## src/mctb_pkg.sv

```systemverilog
// Shared types and constants for the multi-channel timer bank.
// Used by multi_channel_timer_bank and the testbench; no dependencies.
package mctb_pkg;

  // Bank size and derived index width
  localparam int TIMERS = 8;
  localparam int IDX_W  = (TIMERS > 1) ? $clog2(TIMERS) : 1;

  // Run-time counter wrap point and last count of a tick group
  localparam logic [30:0] RUN_WRAP  = 31'h7FFF_FFFF;
  localparam logic [3:0]  GROUP_END = 4'd9;

  // Request codes
  typedef enum logic [2:0] {
    REQ_TICK       = 3'd0,
    REQ_START_ONE  = 3'd1,
    REQ_START_AUTO = 3'd2,
    REQ_STOP       = 3'd3,
    REQ_CHECK      = 3'd4
  } req_t;

  // Sequencer states
  typedef enum logic [1:0] {
    ST_IDLE,
    ST_TICK,
    ST_CMD,
    ST_DONE
  } state_t;

  // One timer entry as stored in the memory
  typedef struct packed {
    logic [31:0] remaining;
    logic [31:0] reload;
    logic        flag;
    logic        auto_mode;
  } entry_t;

  localparam int ENTRY_W = $bits(entry_t);

endpackage

```

## src/mctb_ram.sv

```systemverilog
// Generic single-write, single-read synchronous RAM with registered read data.
// Standalone; no package dependency.
module mctb_ram #(
  parameter int WIDTH = 8,
  parameter int DEPTH = 8
) (
  input  logic                                     clk,
  input  logic                                     wr_en,
  input  logic [((DEPTH > 1) ? $clog2(DEPTH) : 1)-1:0] wr_addr,
  input  logic [WIDTH-1:0]                         wr_data,
  input  logic                                     rd_en,
  input  logic [((DEPTH > 1) ? $clog2(DEPTH) : 1)-1:0] rd_addr,
  output logic [WIDTH-1:0]                         rd_data
);

  logic [WIDTH-1:0] mem [DEPTH];
  logic [WIDTH-1:0] rd_data_r;

  // Write port
  always_ff @(posedge clk) begin
    if (wr_en) begin
      mem[wr_addr] <= wr_data;
    end
  end

  // Registered read port
  always_ff @(posedge clk) begin
    if (rd_en) begin
      rd_data_r <= mem[rd_addr];
    end
  end

  assign rd_data = rd_data_r;

endmodule

```

## src/multi_channel_timer_bank.sv

```systemverilog
// Top level of the multi-channel countdown timer bank.
// Depends on mctb_pkg and mctb_ram.
//
// The bank holds mctb_pkg::TIMERS countdown timers in one memory with a
// registered read. One transaction is worked on at a time: a tick sweeps
// every timer entry through a read-modify-write pipeline, one entry a
// cycle, as set by the single memory read port; start, stop and check read
// and rewrite one entry; an out-of-range id or an unknown request goes
// straight to the done state. A finished result sits in an output register,
// so the next transaction is accepted while it waits. No clearing pass is
// needed after reset: per-entry valid bits make unwritten timers read as
// zero.
module multi_channel_timer_bank (
  input  logic        clk,
  input  logic        rst_n,
  input  logic        in_valid,
  output logic        in_stall,
  input  logic [2:0]  in_req_type,
  input  logic [7:0]  in_timer_id,
  input  logic [31:0] in_period,
  output logic        out_valid,
  input  logic        out_stall,
  output logic        out_expired,
  output logic        out_bad_id,
  output logic [30:0] out_run_time,
  output logic        out_tenth_tick
);

  localparam int IW = mctb_pkg::IDX_W;

  mctb_pkg::state_t state_r, state_nxt;

  logic [2:0]           req_r;
  logic [IW-1:0]        idx_r;
  logic [31:0]          period_r;
  logic [IW-1:0]        sweep_idx_r;
  logic                 rd_valid_r;
  logic [mctb_pkg::TIMERS-1:0] valid_r;
  logic [30:0]          elapsed_r;
  logic [3:0]           group_r;
  logic                 res_expired_r;
  logic                 res_bad_r;
  logic                 res_tenth_r;
  logic                 out_valid_r;
  logic                 out_expired_r;
  logic                 out_bad_r;
  logic [30:0]          out_run_time_r;
  logic                 out_tenth_r;

  logic                 in_fire;
  logic                 in_range;
  logic                 is_tick;
  logic                 is_cmd;
  logic                 sweep_last;
  logic                 out_free;
  logic [30:0]          elapsed_inc;

  logic                 ram_wr_en;
  logic [IW-1:0]        ram_wr_addr;
  mctb_pkg::entry_t     ram_wr_data;
  logic                 ram_rd_en;
  logic [IW-1:0]        ram_rd_addr;
  logic [mctb_pkg::ENTRY_W-1:0] ram_rd_data;

  mctb_pkg::entry_t     entry_q;
  mctb_pkg::entry_t     tick_entry;
  mctb_pkg::entry_t     cmd_entry;
  logic [31:0]          rem_dec;

  // Decode the incoming transaction
  assign in_stall = (state_r != mctb_pkg::ST_IDLE);
  assign in_fire  = in_valid && !in_stall;
  assign in_range = ({1'b0, in_timer_id} < 9'(mctb_pkg::TIMERS));
  assign is_tick  = (in_req_type == mctb_pkg::REQ_TICK);
  assign is_cmd   = (in_req_type == mctb_pkg::REQ_START_ONE)
                 || (in_req_type == mctb_pkg::REQ_START_AUTO)
                 || (in_req_type == mctb_pkg::REQ_STOP)
                 || (in_req_type == mctb_pkg::REQ_CHECK);
  assign sweep_last = (sweep_idx_r == IW'(mctb_pkg::TIMERS - 1));
  assign out_free   = !out_valid_r || !out_stall;
  assign elapsed_inc = elapsed_r + 31'd1;

  // Entry read back; an entry never written reads as zero
  assign entry_q = rd_valid_r ? mctb_pkg::entry_t'(ram_rd_data) : '0;

  // Tick update of one entry
  assign rem_dec = entry_q.remaining - 32'd1;
  always_comb begin
    tick_entry = entry_q;
    if (entry_q.remaining != 32'd0) begin
      tick_entry.remaining = rem_dec;
      if (rem_dec == 32'd0) begin
        tick_entry.flag = 1'b1;
        if (entry_q.auto_mode) begin
          tick_entry.remaining = entry_q.reload;
        end
      end
    end
  end

  // Command update of one entry
  always_comb begin
    cmd_entry = entry_q;
    case (req_r)
      mctb_pkg::REQ_START_ONE, mctb_pkg::REQ_START_AUTO: begin
        cmd_entry.remaining = period_r;
        cmd_entry.reload    = period_r;
        cmd_entry.flag      = 1'b0;
        cmd_entry.auto_mode = (req_r == mctb_pkg::REQ_START_AUTO);
      end
      mctb_pkg::REQ_STOP: begin
        cmd_entry.remaining = 32'd0;
        cmd_entry.flag      = 1'b0;
        cmd_entry.auto_mode = 1'b0;
      end
      mctb_pkg::REQ_CHECK: begin
        cmd_entry.flag = 1'b0;
      end
      default: begin
        cmd_entry = entry_q;
      end
    endcase
  end

  // Next state
  always_comb begin
    state_nxt = state_r;
    case (state_r)
      mctb_pkg::ST_IDLE: begin
        if (in_fire) begin
          if (is_tick) begin
            state_nxt = mctb_pkg::ST_TICK;
          end else if (is_cmd && in_range) begin
            state_nxt = mctb_pkg::ST_CMD;
          end else begin
            state_nxt = mctb_pkg::ST_DONE;
          end
        end
      end
      mctb_pkg::ST_TICK: begin
        if (sweep_last) begin
          state_nxt = mctb_pkg::ST_DONE;
        end
      end
      mctb_pkg::ST_CMD: begin
        state_nxt = mctb_pkg::ST_DONE;
      end
      mctb_pkg::ST_DONE: begin
        if (out_free) begin
          state_nxt = mctb_pkg::ST_IDLE;
        end
      end
      default: begin
        state_nxt = mctb_pkg::ST_IDLE;
      end
    endcase
  end

  // Memory port controls per state
  always_comb begin
    ram_rd_en   = 1'b0;
    ram_rd_addr = '0;
    ram_wr_en   = 1'b0;
    ram_wr_addr = '0;
    ram_wr_data = tick_entry;
    case (state_r)
      mctb_pkg::ST_IDLE: begin
        if (in_fire && is_tick) begin
          ram_rd_en = 1'b1;
        end else if (in_fire && is_cmd && in_range) begin
          ram_rd_en   = 1'b1;
          ram_rd_addr = in_timer_id[IW-1:0];
        end
      end
      mctb_pkg::ST_TICK: begin
        ram_wr_en   = 1'b1;
        ram_wr_addr = sweep_idx_r;
        ram_wr_data = tick_entry;
        ram_rd_en   = !sweep_last;
        ram_rd_addr = sweep_idx_r + IW'(1);
      end
      mctb_pkg::ST_CMD: begin
        ram_wr_en   = 1'b1;
        ram_wr_addr = idx_r;
        ram_wr_data = cmd_entry;
      end
      mctb_pkg::ST_DONE: begin
        ram_rd_en = 1'b0;
      end
      default: begin
        ram_rd_en = 1'b0;
      end
    endcase
  end

  // Timer state memory
  mctb_ram #(
    .WIDTH (mctb_pkg::ENTRY_W),
    .DEPTH (mctb_pkg::TIMERS)
  ) u_ram (
    .clk     (clk),
    .wr_en   (ram_wr_en),
    .wr_addr (ram_wr_addr),
    .wr_data (ram_wr_data),
    .rd_en   (ram_rd_en),
    .rd_addr (ram_rd_addr),
    .rd_data (ram_rd_data)
  );

  // Control registers
  always_ff @(posedge clk) begin
    if (!rst_n) begin
      state_r     <= mctb_pkg::ST_IDLE;
      valid_r     <= '0;
      elapsed_r   <= '0;
      group_r     <= '0;
      out_valid_r <= 1'b0;
    end else begin
      state_r <= state_nxt;
      // mark entries written
      if (ram_wr_en) begin
        valid_r[ram_wr_addr] <= 1'b1;
      end
      // advance run time and tick group on an accepted tick
      if (in_fire && is_tick) begin
        elapsed_r <= (elapsed_inc == mctb_pkg::RUN_WRAP) ? 31'd0 : elapsed_inc;
        group_r   <= (group_r == mctb_pkg::GROUP_END) ? 4'd0 : group_r + 4'd1;
      end
      // hold the result until taken
      if (state_r == mctb_pkg::ST_DONE && out_free) begin
        out_valid_r <= 1'b1;
      end else if (out_valid_r && !out_stall) begin
        out_valid_r <= 1'b0;
      end
    end
  end

  // Payload registers
  always_ff @(posedge clk) begin
    if (in_fire) begin
      req_r         <= in_req_type;
      idx_r         <= in_timer_id[IW-1:0];
      period_r      <= in_period;
      res_expired_r <= 1'b0;
      res_bad_r     <= !in_range && (in_req_type == mctb_pkg::REQ_START_ONE
                                  || in_req_type == mctb_pkg::REQ_START_AUTO
                                  || in_req_type == mctb_pkg::REQ_STOP);
      res_tenth_r   <= is_tick && (group_r == mctb_pkg::GROUP_END);
      sweep_idx_r   <= '0;
    end else if (state_r == mctb_pkg::ST_TICK) begin
      sweep_idx_r <= sweep_idx_r + IW'(1);
    end else if (state_r == mctb_pkg::ST_CMD) begin
      res_expired_r <= (req_r == mctb_pkg::REQ_CHECK) && entry_q.flag;
    end
    if (ram_rd_en) begin
      rd_valid_r <= valid_r[ram_rd_addr];
    end
    if (state_r == mctb_pkg::ST_DONE && out_free) begin
      out_expired_r  <= res_expired_r;
      out_bad_r      <= res_bad_r;
      out_run_time_r <= elapsed_r;
      out_tenth_r    <= res_tenth_r;
    end
  end

  assign out_valid      = out_valid_r;
  assign out_expired    = out_expired_r;
  assign out_bad_id     = out_bad_r;
  assign out_run_time   = out_run_time_r;
  assign out_tenth_tick = out_tenth_r;

  // Sweep never writes the entry it is reading
  a_no_rw_overlap: assert property (@(posedge clk) disable iff (!rst_n)
    (ram_wr_en && ram_rd_en) |-> (ram_wr_addr != ram_rd_addr))
    else $error("read and write hit the same timer entry");

  // Run time never reaches the wrap value
  a_run_time_range: assert property (@(posedge clk) disable iff (!rst_n)
    elapsed_r != mctb_pkg::RUN_WRAP)
    else $error("run time reached wrap value");

  // Tick group counter stays within one group
  a_group_range: assert property (@(posedge clk) disable iff (!rst_n)
    group_r <= mctb_pkg::GROUP_END)
    else $error("tick group counter out of range");

  // A new result appears only out of the done state
  a_result_source: assert property (@(posedge clk) disable iff (!rst_n)
    $rose(out_valid_r) |-> $past(state_r == mctb_pkg::ST_DONE))
    else $error("result raised outside done state");

  // A rejected id never reports an expiry
  a_bad_not_expired: assert property (@(posedge clk) disable iff (!rst_n)
    out_valid_r |-> !(out_bad_r && out_expired_r))
    else $error("bad id result reports expiry");

endmodule

```

## config.mk

```make
export PLATFORM = sky130hd
export DESIGN_NAME = multi_channel_timer_bank
export DESIGN_NICKNAME = d
export VERILOG_FILES = /design/src/mctb_pkg.sv /design/src/mctb_ram.sv /design/src/multi_channel_timer_bank.sv
export SDC_FILE = /design/constraint.sdc
export NUM_CORES = 1
export LEC_CHECK = 0
export ABC_AREA = 1
export BUFFER_PORTS_ARGS = -buffer_cell sky130_fd_sc_hd__buf_2
export CAP_MARGIN = 20
export CORE_MARGIN = 2
export CORE_UTILIZATION = 41
export CTS_CLUSTER_DIAMETER = 200
export DETAILED_ROUTE_END_ITERATION = 8
export GPL_ROUTABILITY_DRIVEN = 0
export GPL_TIMING_DRIVEN = 0
export PLACE_DENSITY = 0.65
export SKIP_CTS_REPAIR_TIMING = 1
export SLEW_MARGIN = 20
export SYNTH_ARGS = -nofsm -noshare
export SYNTH_HDL_FRONTEND = slang
export SYNTH_SLANG_ARGS = --single-unit
```

## constraint.sdc

```tcl
create_clock -name clk -period 8.5 [get_ports clk]
set_input_delay 1.275 -clock clk [delete_from_list [all_inputs] [get_ports clk]]
set_output_delay 1.275 -clock clk [all_outputs]
set_load 0.03 [all_outputs]
```

==> results of run 1 <==
power groups by stage:
stage          registers (uW)  clock network (uW)  logic, uW
2_1_floorplan            5500                   0       2970
3_3_place_gp             5590                   0       4560
3_5_place_dp             5500                   0       4880
4_1_cts                  5440                3230       4910
5_1_grt                  5480                3370       5450
6_report                 5450                3200       4980
flip-flops by register name, indices dropped and copies added (netlist names):
signal	flops
sweep_idx_r	3
u_ram.rd_data	66
res_bad_r	1
out_valid	1
valid_r	8
u_ram.mem	528
idx_r	3
state_r	2
out_expired	1
res_tenth_r	1
out_tenth_tick	1
res_expired_r	1
period_r	32
elapsed_r	31
out_bad_id	1
group_r	4
rd_valid_r	1
out_run_time	31
req_r	3
cell type report:
| type | count | area, um2 | area share [%] |
|---|---|---|---|
| repair buffers | 119 | 1126 | 3.062 |
| well taps | 1040 | 1301 | 3.538 |
| diodes | 1 | 2.502 | 0.006804 |
| inverters | 194 | 728.2 | 1.980 |
| clock inverters | 32 | 357.8 | 0.9730 |
| plain buffers | 156 | 686.9 | 1.868 |
| multi-input cells | 2015 | 9457 | 25.71 |
| flip-flops and latches | 719 | 21090 | 57.34 |
| clock buffers | 99 | 2029 | 5.518 |
per-layer routing:
layer	wire length (um)	vias up
li1	-	10980
met1	39090	11450
met2	41180	1213
met5	9	-
met3	9491	208
met4	3468	2
worst max path at each step:
stage / startpoint / endpoint / cells after the start
after CTS: in_timer_id[7] / u_ram.rd_data[8] / 13
after global placement: state_r[0] / u_ram.mem[0][9] / 7
after floorplan: state_r[0] / u_ram.mem[0][0] / 7
after detailed placement: in_timer_id[7] / u_ram.rd_data[8] / 13
after global routing: in_timer_id[7] / u_ram.rd_data[8] / 16
final: in_timer_id[7] / u_ram.rd_data[8] / 13
cells in the mapped netlist (10+ instances only):
| cell | n |
|---|---|
| ha_1 | 12 |
| nand4_1 | 13 |
| a32oi_1 | 22 |
| inv_1 | 189 |
| buf_1 | 15 |
| nand2_1 | 631 |
| dfxtp_1 | 50 |
| nor2_1 | 562 |
| o21ai_0 | 410 |
| nor2_2 | 10 |
| nand3_2 | 31 |
| buf_2 | 20 |
| edfxtp_1 | 669 |
| nand3_1 | 96 |
| xor2_1 | 21 |
| a21oi_1 | 39 |
| clkbuf_1 | 112 |
| nand2_2 | 21 |
| o22ai_1 | 77 |
| nor3_1 | 20 |
critical path: cells and delay by family:
family	cells	cell delay [ps]
AND/OR/NAND/NOR	5	1040
AO/OA/AOI/OAI	3	870
buffers and inverters	5	1520
logic make-up (layout without fill, tap and decap cells):
family	Yosys count	in the layout	synth area share, %
AND/OR/NAND/NOR	1414	1414	18.70
flip-flops	719	719	66.15
AO/OA/AOI/OAI	563	563	9.521
buffers and inverters	350	600	4.439
XOR/XNOR	26	26	0.7143
adder cells (fa/ha/maj)	12	12	0.4709
other	0	1	0
metrics by stage:
step / cell area (um2) / utilization [%] / setup WS, ps / std cells
after CTS: 36780 / 47.63 / 4307 / 4374
after floorplan: 31880 / - / 2215 / 3084
after detailed placement: 34390 / 44.54 / 3651 / 4243
final: 36780 / 47.63 / 4159 / 4375
after global placement: 33590 / 43.51 / -2336 / 4206
after global routing: 36780 / 47.63 / 4038 / 4374
==> metrics.yaml, run 1 <==
synthesis:
  synth_nets: 3143
  yosys-top-cells-area: "edfxtp_1, nand2_1, nor2_1, o21ai_0, dfxtp_1"
  ys_seq_area_share_pct: 66.15
  async_flop_share_pct: 0
  syn_area_um2: 31880
  yosysWarnings: 0
  synth.distinct_cells: 47
  syn_inst: 3084
  synth-edff-count: 669
  netlist.area_leader.share_pct: 63.01
  avgSynthCellArea_um2: 10.34
  ys_seq_elements: 719
  synth_top_flop_cell: "edfxtp_1"
  yosys.area.top_type: "edfxtp_1"
clock_network:
  clock-sinks: 719
  worstSkewPairLatency_ps: 640
  path_clk_slew_ps: 60
  cts_buffers: 74
  root_buffer: "clkbuf_16"
  cts_buffer_depth: 3
  cts_tree: "built"
  htree_levels: 3
power:
  p_int_uw: 8294
  p_seq_share_pct: 40.0
  switchingPower_uw: 5332
  p_total_uw: 13630
  peakVddDrop_mv: 0.1959
  pwr-share-clk_pct: 23.5
  switching_share_pct: 39.13
  power_density_nw_per_um2: 370.5
  p_comb_share_pct: 36.6
  p_leak_uw: 0.01355
timing:
  rsz0062_at_grt: "no"
  finalClockSkew_ps: 30.81
  max_freq_ghz: 0.2304
  fin_crit_sh_pct: 51.07
  fin_crit_ps: 4341
  drv_slew: 0
  finalSetupViolations: 0
  fin_tns_setup_ps: 0
  hold_slack_ps: 442.2
  hold_viol: 0
  max_slew_margin_pct: 21.66
  worstMarginPinSlew_ps: 1163
job:
  drv_cap: 0
die:
  fp.dieH_um: 282.9
  core_area_um2: 77210
  die-width_um: 282.9
  num_io_pins: 83
  dieArea_um2: 80010
  row_count: 102
  initial_core_util_pct: 41.29
grt:
  use_met2_pct: 35.97
  grt_pass1_vias: 22600
  use_met3_pct: 4.586
  grt-ovfl-total: 0
  grt_antenna_before_repair: 3
  grt_use_met1_pct: 32.82
  grt.busiest_layer: "met2"
  grt_max_degree: 45
  grt_pass1_wl_mm: 138.8
  track_usage_pct: 23.39
layout:
  drive_gt1_share_pct: 10.68
  synthToLayoutAreaGrowth_pct: 15.36
  layout_commonest_cell: "edfxtp_1"
  n_fill_cell: 6971
  final_cell_mix: "edfxtp_1, nand2_1, nor2_1"
  final_nets: 3338
min_path:
  holdCritPathClass: "flip-flop to flip-flop"
  worstHoldStart: "res_expired_r"
  holdPathStages: 0
  min_to: "out_expired"
run_status:
  run_status: "completed"
critical_path:
  required_ps: 8880
  end_kind: "flip-flop"
  r2r-end: "u_ram.rd_data[8]"
  critical-path-max-stage-delay_ps: 680
  slowest_stage: "clkbuf_1"
  timing.rr.start: "state_r[0]"
  crit_type: "input pin to flip-flop"
  crit_fanout: 10
  worstSetupStartpointType: "input pin"
  cp_cell_sequence: "buf_2 -> or2_2 -> nor4_2 -> inv_1 -> nor2_1 -> nand2_1 -> o21ai_2 -> buf_2 -> clkbuf_1 -> o21ai_0 -> nand2_1 -> inv_1 -> o21ai_0"
  r2r_cells: 14
  r2r_slack_ps: 4270
  arrival_ps: 4730
place:
  dpl.hpwl_mm: 65.76
  port_buffers: 82
routing:
  drtAntennaViolNets: 0
  vias: 23860
  drt_wl_total_mm: 93.24
  drc: 0
  avgRoutedWirePerCell_um: 21.31
  vias_per_cell: 5.453
  first_iter_violations: 2880
  dr.pass1.iters: 6
Power figures use the tool's default switching activity.
==> run 2, diff against run 1 <==
==> constraint.sdc (replaced) <==
create_clock -name clk -period 4.05 [get_ports clk]
set_input_delay 0.6075 -clock clk [delete_from_list [all_inputs] [get_ports clk]]
set_output_delay 0.6075 -clock clk [all_outputs]
set_load 0.03 [all_outputs]
==> metrics.yaml, run 2 (synthesized netlist as in run 1, its figures left out) <==
routing:
  avgRoutedWirePerCell_um: 20.75  # -2.6%
  drtAntennaViolNets: 0  # unchanged
  dr.pass1.iters: 6  # unchanged
  vias_per_cell: 5.397  # -1.0%
  drc: 0  # unchanged
  drt_wl_total_mm: 90.96  # -2.4%
  vias: 23650  # -0.84%
  first_iter_violations: 2964  # +2.9%
critical_path:
  crit_type: "flip-flop to flip-flop"
  required_ps: 4290  # -4590 ps
  end_kind: "flip-flop"
  worstSetupStartpointType: "flip-flop"
  crit_fanout: 10  # unchanged
  arrival_ps: 4060  # -670 ps
place:
  dpl.hpwl_mm: 64.06  # -2.6%
  port_buffers: 82  # unchanged
  dp_slack_ps: -219.1  # -3870 ps
clock_network:
  htree_levels: 3  # unchanged
  cts_buffers: 76  # +2.7%
  cts_tree: "built"
  worstSkewPairLatency_ps: 650  # about the same
  clock-sinks: 719  # unchanged
  path_clk_slew_ps: 60  # about the same
  cts_buffer_depth: 3  # unchanged
  root_buffer: "clkbuf_16"
timing:
  hold_viol: 0  # unchanged
  drv_slew: 0  # unchanged
  finalSetupViolations: 0  # unchanged
  rsz0062_at_grt: "no"
  fin_ws_ps: 230.2  # -3929 ps
  max_freq_ghz: 0.2618
  finalClockSkew_ps: 38.36  # +7.553 ps
  fin_crit_ps: 3820
  max_slew_margin_pct: 18.05  # -3.6 points
  worstMarginPinSlew_ps: 1216  # +53.52 ps
  fin_tns_setup_ps: 0  # unchanged
  fin_crit_sh_pct: 94.32
die:
  fp.dieH_um: 282.9  # unchanged
  dieArea_um2: 80010  # unchanged
  num_io_pins: 83  # unchanged
  row_count: 102  # unchanged
  core_area_um2: 77210  # unchanged
  die-width_um: 282.9  # unchanged
  initial_core_util_pct: 41.29  # unchanged
grt:
  grt-ovfl-total: 0  # unchanged
  grt_pass1_vias: 22030  # -2.5%
  track_usage_pct: 22.67  # -0.72 points
  grt_pass1_wl_mm: 135.7  # -2.3%
  use_met3_pct: 4.956  # +0.37 points
  grt_max_degree: 48  # +6.7%
  grt.busiest_layer: "met2"
  use_met2_pct: 34.85  # -1.1 points
  grt_antenna_before_repair: 1  # -2
  grt_use_met1_pct: 31.57  # -1.2 points
min_path:
  holdCritPathClass: "input pin to flip-flop"
power:
  peakVddDrop_mv: 0.5588  # +190%
  power_density_nw_per_um2: 786.8  # +110%
  p_leak_uw: 0.01364  # +0.61%
run_status:
  run_status: "completed"
layout:
  synthToLayoutAreaGrowth_pct: 16.09
  largest_register_ffs: 528  # unchanged
  layout_commonest_cell: "edfxtp_1"
  final_cell_mix: "edfxtp_1, nand2_1, nor2_1"
  final_nets: 3335  # -0.090%
  top_register: "u_ram.mem"
  drive_gt1_share_pct: 10.78  # +0.10 points
job:
  drv_cap: 0  # unchanged
-- run 2: cell count changes in the layout (fill, tap and decap cells not counted), sizes merged --
cell      delta
clkinv       +8
buf          -5
clkinvlp     +2
diode        +2
clkbuf       -5
bufinv       +6
-- run 2: per-layer routing --
metal  vias to the layer above  share of wire [%]
met5                         -                  0
li1                      10980                  -
met1                     11270                 42
met4                         0                3.8
met2                      1205                 44
met3                       196                 10
-- run 2: final timing paths --
| kind | startpoint | endpoint | slack, ps | cells past startpoint |
|---|---|---|---|---|
| worst min-delay path | in_period[30] | period_r[30] | 140 | 1 |
| worst max register to register | state_r[0] | u_ram.mem[7][4] | 230 | 10 |
| worst min register to register | res_tenth_r | out_tenth_tick | 440 | 0 |
| worst max-delay path | state_r[0] | u_ram.mem[7][4] | 230 | 10 |
-- run 2: layout make-up --
| cell class | count | area (um2) |
|---|---|---|
| plain buffers | 156 | 690.7 |
| well taps | 1040 | 1301 |
| clock buffers | 94 | 1979 |
| fillers | 6950 | 40200 |
| multi-input cells | 2015 | 9475 |
| repair buffers | 114 | 1121 |
| clock inverters | 48 | 611.8 |
| flip-flops and latches | 719 | 21090 |
| diodes | 3 | 7.507 |
| inverters | 194 | 733.2 |
-- run 2: stage by stage --
stage	area [um2]	util, %	power, uW	std cells	hold WS, ps
6_report	37010	47.93	29120	4383	136.3
5_1_grt	37000	47.92	30510	4380	120.4
4_1_cts	36980	47.90	28950	4380	103.8
3_5_place_dp	34390	44.54	21770	4238	405.4
3_3_place_gp	33600	43.52	21470	4206	429.9
2_1_floorplan	31890	-	17740	3084	400.3
-- run 2: power by group --
part / switching [uW] / internal [uW]
clock: 2990 / 4180
combinational: 7890 / 2650
sequential: 488 / 10900
-- run 2: worst max-delay path, stage by stage (launching register included) --
cell and delay, ps:
dfxtp_1 330, inv_1 120, ha_1 210, inv_1 210
nor2_1 140, inv_1 70, nor3_1 740, clkbuf_1 510
buf_1 520, nand2_1 100, o21ai_0 470
